File: config.mk
export PLATFORM = sky130hd
export DESIGN_NAME = ceat_ram
export DESIGN_NICKNAME = d
export VERILOG_FILES = /design/src/design/ceat_ram.sv
export SDC_FILE = /design/constraint.sdc
export NUM_CORES = 2
export LEC_CHECK = 0
export ABC_AREA = 1
export BUFFER_PORTS_ARGS = -buffer_cell sky130_fd_sc_hd__buf_2
export CAP_MARGIN = 5
export CORE_MARGIN = 5
export CORE_UTILIZATION = 35
export DETAILED_ROUTE_END_ITERATION = 10
export PLACE_DENSITY = 0.46
export SLEW_MARGIN = 20
export SYNTH_ARGS = -nofsm -noshare
export SYNTH_HDL_FRONTEND = slang
export SYNTH_SLANG_ARGS = --single-unit
File: constraint.sdc
create_clock -name clock -period 2 [get_ports clock]
set_clock_uncertainty 0.1 [all_clocks]
set_input_delay 0.1 -clock clock [delete_from_list [all_inputs] [get_ports clock]]
set_output_delay 0.1 -clock clock [all_outputs]
set_load 0.005 [all_outputs]
File: src/design/ceat_ram.sv
// Generic simple dual-port RAM with one write port and one registered read port.
// Width and depth are parameters; it has no dependencies.
`timescale 1ns / 1ps

module ceat_ram #(
   parameter int WIDTH = 8,
   parameter int DEPTH = 256
) (
   input  logic                                      clock,
   input  logic                                      wr_en,
   input  logic [((DEPTH > 1) ? $clog2(DEPTH) : 1)-1:0] wr_addr,
   input  logic [WIDTH-1:0]                          wr_data,
   input  logic [((DEPTH > 1) ? $clog2(DEPTH) : 1)-1:0] rd_addr,
   output logic [WIDTH-1:0]                          rd_data
);

   logic [WIDTH-1:0] mem_ff [DEPTH];
   logic [WIDTH-1:0] rd_data_ff;

   always_ff @(posedge clock) begin
      if (wr_en) begin
         mem_ff[wr_addr] <= wr_data;
      end
      rd_data_ff <= mem_ff[rd_addr];
   end

   assign rd_data = rd_data_ff;

endmodule
* Word level (Yosys, flattened, before mapping)
Memories as Yosys holds them, arrays and structs flattened. A register that Yosys moved wholly into a read port is not among the register bits. Index checks and enable logic that the tools add are counted.
Storage, ports and cells: register bits 0, memory bits (writable) 2048, bits of input ports 26, output and inout port bits 8, word-level logic and storage cells 3, memories 1
Cells by class: multiplexer cells 2
Memory list:
- mem_ff | words 256, bits a word 8, rd ports 1, clocked after Yosys merged registers in 1, write ports 1, line 17 | logic [WIDTH-1:0] mem_ff [DEPTH];
Operator list (count):
- $mux 1 | 2

* Longest topological paths before layout
depth after elaboration 2, gate-level depth with buffers 15, depth with buffers taken out 11

* Worst setup path after synthesis
OpenSTA, ideal clock, no wires.
kind in2reg, start point input port wr_en, end point memory mem_ff[162][0] (enable), arrival 1.221 ns, slack 0.309 ns, stages on the path 4, buffers on the path 2, cell sequence clkbuf_1 -> nand3_1 -> clkbuf_1 -> nor2_1
On the way: cells in the longest elaborated chain, start to end 2
RTL lines:
- start: declaration | line 10 | input logic wr_en,
- $mux 1 | line 21 | if (wr_en) begin
- $mux 1 (not written as such) | line 22 | mem_ff[wr_addr] <= wr_data;
- end: declaration | line 17
Every way passes these cells.

* Worst setup path after layout
start point input port wr_addr[3] (netlist bit), end point memory mem_ff[232][2] (enable)
RTL lines:
- start: declaration | line 11 | input logic [((DEPTH > 1) ? $clog2(DEPTH) : 1)-1:0] wr_addr,
No word-level cell before the write port.

==> results by group <==
Run status
  – Status: finished, violations left
  – Failing checks: negative setup slack

Timing
  – Final setup margin: -0.0141 ns
  – Actual slew at the worst max-slew pin: 0.716 ns
  – Fmax: 496 MHz
  – Post-layout minimum cycle time: 2.01 ns
  – Slew Viols, Final: 0
  – Part of the cycle the worst path needs: 1.01
  – Final hold slack: 0.0501 ns
  – Final hold violations: 0
  – RSZ-0062 raised after global routing: true
  – Endpoints failing setup: 12
  – Worst rel slew slack: 0.523

Worst setup path
  – Crit path DAT: 2.45 ns
  – Crit path max fanout: 12
  – CP Capture Type: flop
  – CP required: 2.44 ns
  – CP Launch Type: input pin
  – Crit Path Class: in2reg

Cells and area
  – Fraction of layout cells with a size suffix above 1: 0.147
  – Area grow syn2layout: 20.4%
  – Final Core Density: 0.423
  – Final Net Count: 7581
  – Most common cell after layout, fill and taps aside: nand2_1
  – Non-filler cells, final: 10914
  – Design area: 100000 µm²
  – Most frequent cells in the layout: 2106 x nand2_1, 2048 x edfxtp_1, 2002 x nand3_1

Routing
  – Vias: 55909
  – Drt pass-1 iters: 5
  – DRT antenna net count: 0
  – Routed wire length: 262000 µm
  – First DRT Iteration DRCs: 5063
  – DRC Markers: 0
  – Via-per-instance ratio: 5.12
  – Routed len/inst: 24.0 µm

Power and ir drop
  – Worst vdd rail ir drop: 0.911 mV
  – Cell leakage power: 35.9 nW
  – Clk pwr share: 0.426
  – Flop pwr share: 0.504
  – Logic pwr share: 0.070
  – Post-layout total power: 94.3 mW
  – NetSw: 21.7 mW
  – PD cells: 939 nW/µm²
  – Int Pwr: 72.7 mW
  – Switching share of power: 0.230

Placed design
  – DP HPWL: 166000 µm
  – DP Cell Count: 10473
  – Port Buf Inserts: 33
  – Placer Congestion: 0.846
  – Cell Area, Placed: 93000 µm²

Floorplanning
  – Die W: 498 µm
  – I/O Pins: 34
  – Std-Cell Rows: 179
  – Die area: 248000 µm²
  – Area of the core: 238000 µm²
  – Die Ht: 498 µm
  – Initial Utilization: 0.351

Clocking
  – Clock sinks: 2056
  – Root buffer cell: clkbuf_16
  – Clk buf depth: 3
  – Num CTS Buffers: 221
  – CTS tree: done
  – Worst-path clk slew: 0.06 ns
  – Clock Latency Late Sink: 0.88 ns
  – CTS H-Tree Depth: 4

Synth
  – Net Count, Synth: 7029
  – Yosys warns: 0
  – Post-Syn Instances: 7003
  – Average cell area after synthesis: 11.9 µm²
  – Sequential share of the synthesized area: 0.739
  – #FFs+latches synth: 2056
  – Synthesized cell area: 83400 µm²
  – Yosys cell types: 14

Global routing
  – Gr usage total: 0.207
  – Vias in the first global route: 54168
  – First-pass GRT wire length: 382000 µm
  – Largest net degree at the start of global routing: 92
  – Gr ovfl total: 0
  – Antenna violations before repair: 10

Min path
  – Worst hold path class: in2reg

Flow run
  – Max-capacitance violation count: 0
## repair_timing
| action | CTS | global route |
|---|---|---|
| gates resized for setup | 9 | 20 |
| hold endpoints to repair | 2164 | 0 |
| pin swaps | 0 | 0 |
| setup buffers | 0 | 0 |
| setup endpoints to repair | 7 | 252 |
| hold buffers | 26 | 0 |
## stage by stage
stage	setup TNS (ns)	setup WS (ns)
after floorplan	0	0.309
after global placement	-6.77	-0.958
after detailed placement	-6.77	-0.952
after CTS	0	0.0151
after global routing	-1.59	-0.0524
final	-0.132	-0.0141
## layout make-up
cell class / count / area [µm²]
Antenna cell: 7 / 17.5
Clock buffer: 285 / 5830
Clock inverter: 123 / 1200
Fill cell: 22075 / 137000
Inverter: 39 / 180
Multi-Input combinational cell: 4425 / 19300
Sequential cell: 2056 / 61700
Tap cell: 3167 / 3960
Timing Repair Buffer: 812 / 8270
## flip-flops by register name, summed over array words and instances, names as in the netlist
signal   flops
mem_ff    2048
rd_data      8
## power by group through the flow
stage               registers, mW  clock network, mW  logic (mW)
floorplan                    48.4                  0        2.93
global placement             48.5                  0        6.62
detailed placement           48.5                  0        6.62
CTS                          47.6               41.0        6.69
global route                 47.6               42.8        7.16
finish                       47.6               40.1        6.62
## final timing paths
check / slack [ns] / end / depth (start not counted) / from
hold / removal: 0.05 / rd_data[2]$_DFF_P_ / 9 / rd_addr[4]
setup reg to reg: 0.09 / rd_data[7]$_DFF_P_ / 10 / mem_ff[14][7]$_DFFE_PP_
setup / recovery: -0.01 / mem_ff[232][2]$_DFFE_PP_ / 11 / wr_addr[3]
hold reg to reg: 0.95 / rd_data[3]$_DFF_P_ / 10 / mem_ff[48][3]$_DFFE_PP_
## cells by family (layout without fill, tap and decap cells)
| logic type | count (synthesis) | in the layout | synth area share |
|---|---|---|---|
| other cells | 0 | 7 | 0 |
| simple gates | 4425 | 4425 | 0.229 |
| flops | 2056 | 2056 | 0.739 |
| buf+inv | 522 | 1259 | 0.0312 |
## cell usage after synthesis (all sizes together)
cell type,n,area [µm²]
clkbuf,112,420
buf,371,2030
edfxtp,2048,61500
dfxtp,8,160
nand3,2019,10100
nand2,2123,7970
inv,39,149
nor2,283,1060
## critical path: stages
cell           delay [ns]
dlygate4sd3_1        0.56
buf_2                0.14
inv_1                0.04
nor2_1               0.08
dlygate4sd3_1        0.55
inv_1                0.08
nor2_1               0.20
nand2_2              0.09
buf_12               0.19
nor2_1               0.15
buf_4                0.23
## metal layers
layer  GRT usage  routed length [µm]  vias to the layer above
met5           0                   0                        -
met4      0.0575                7090                        0
met1       0.292              117000                    28005
met3      0.0280               13600                      347
met2       0.336              124000                     1535
li1            -                   -                    26022
Power figures use the tool's default switching activity.
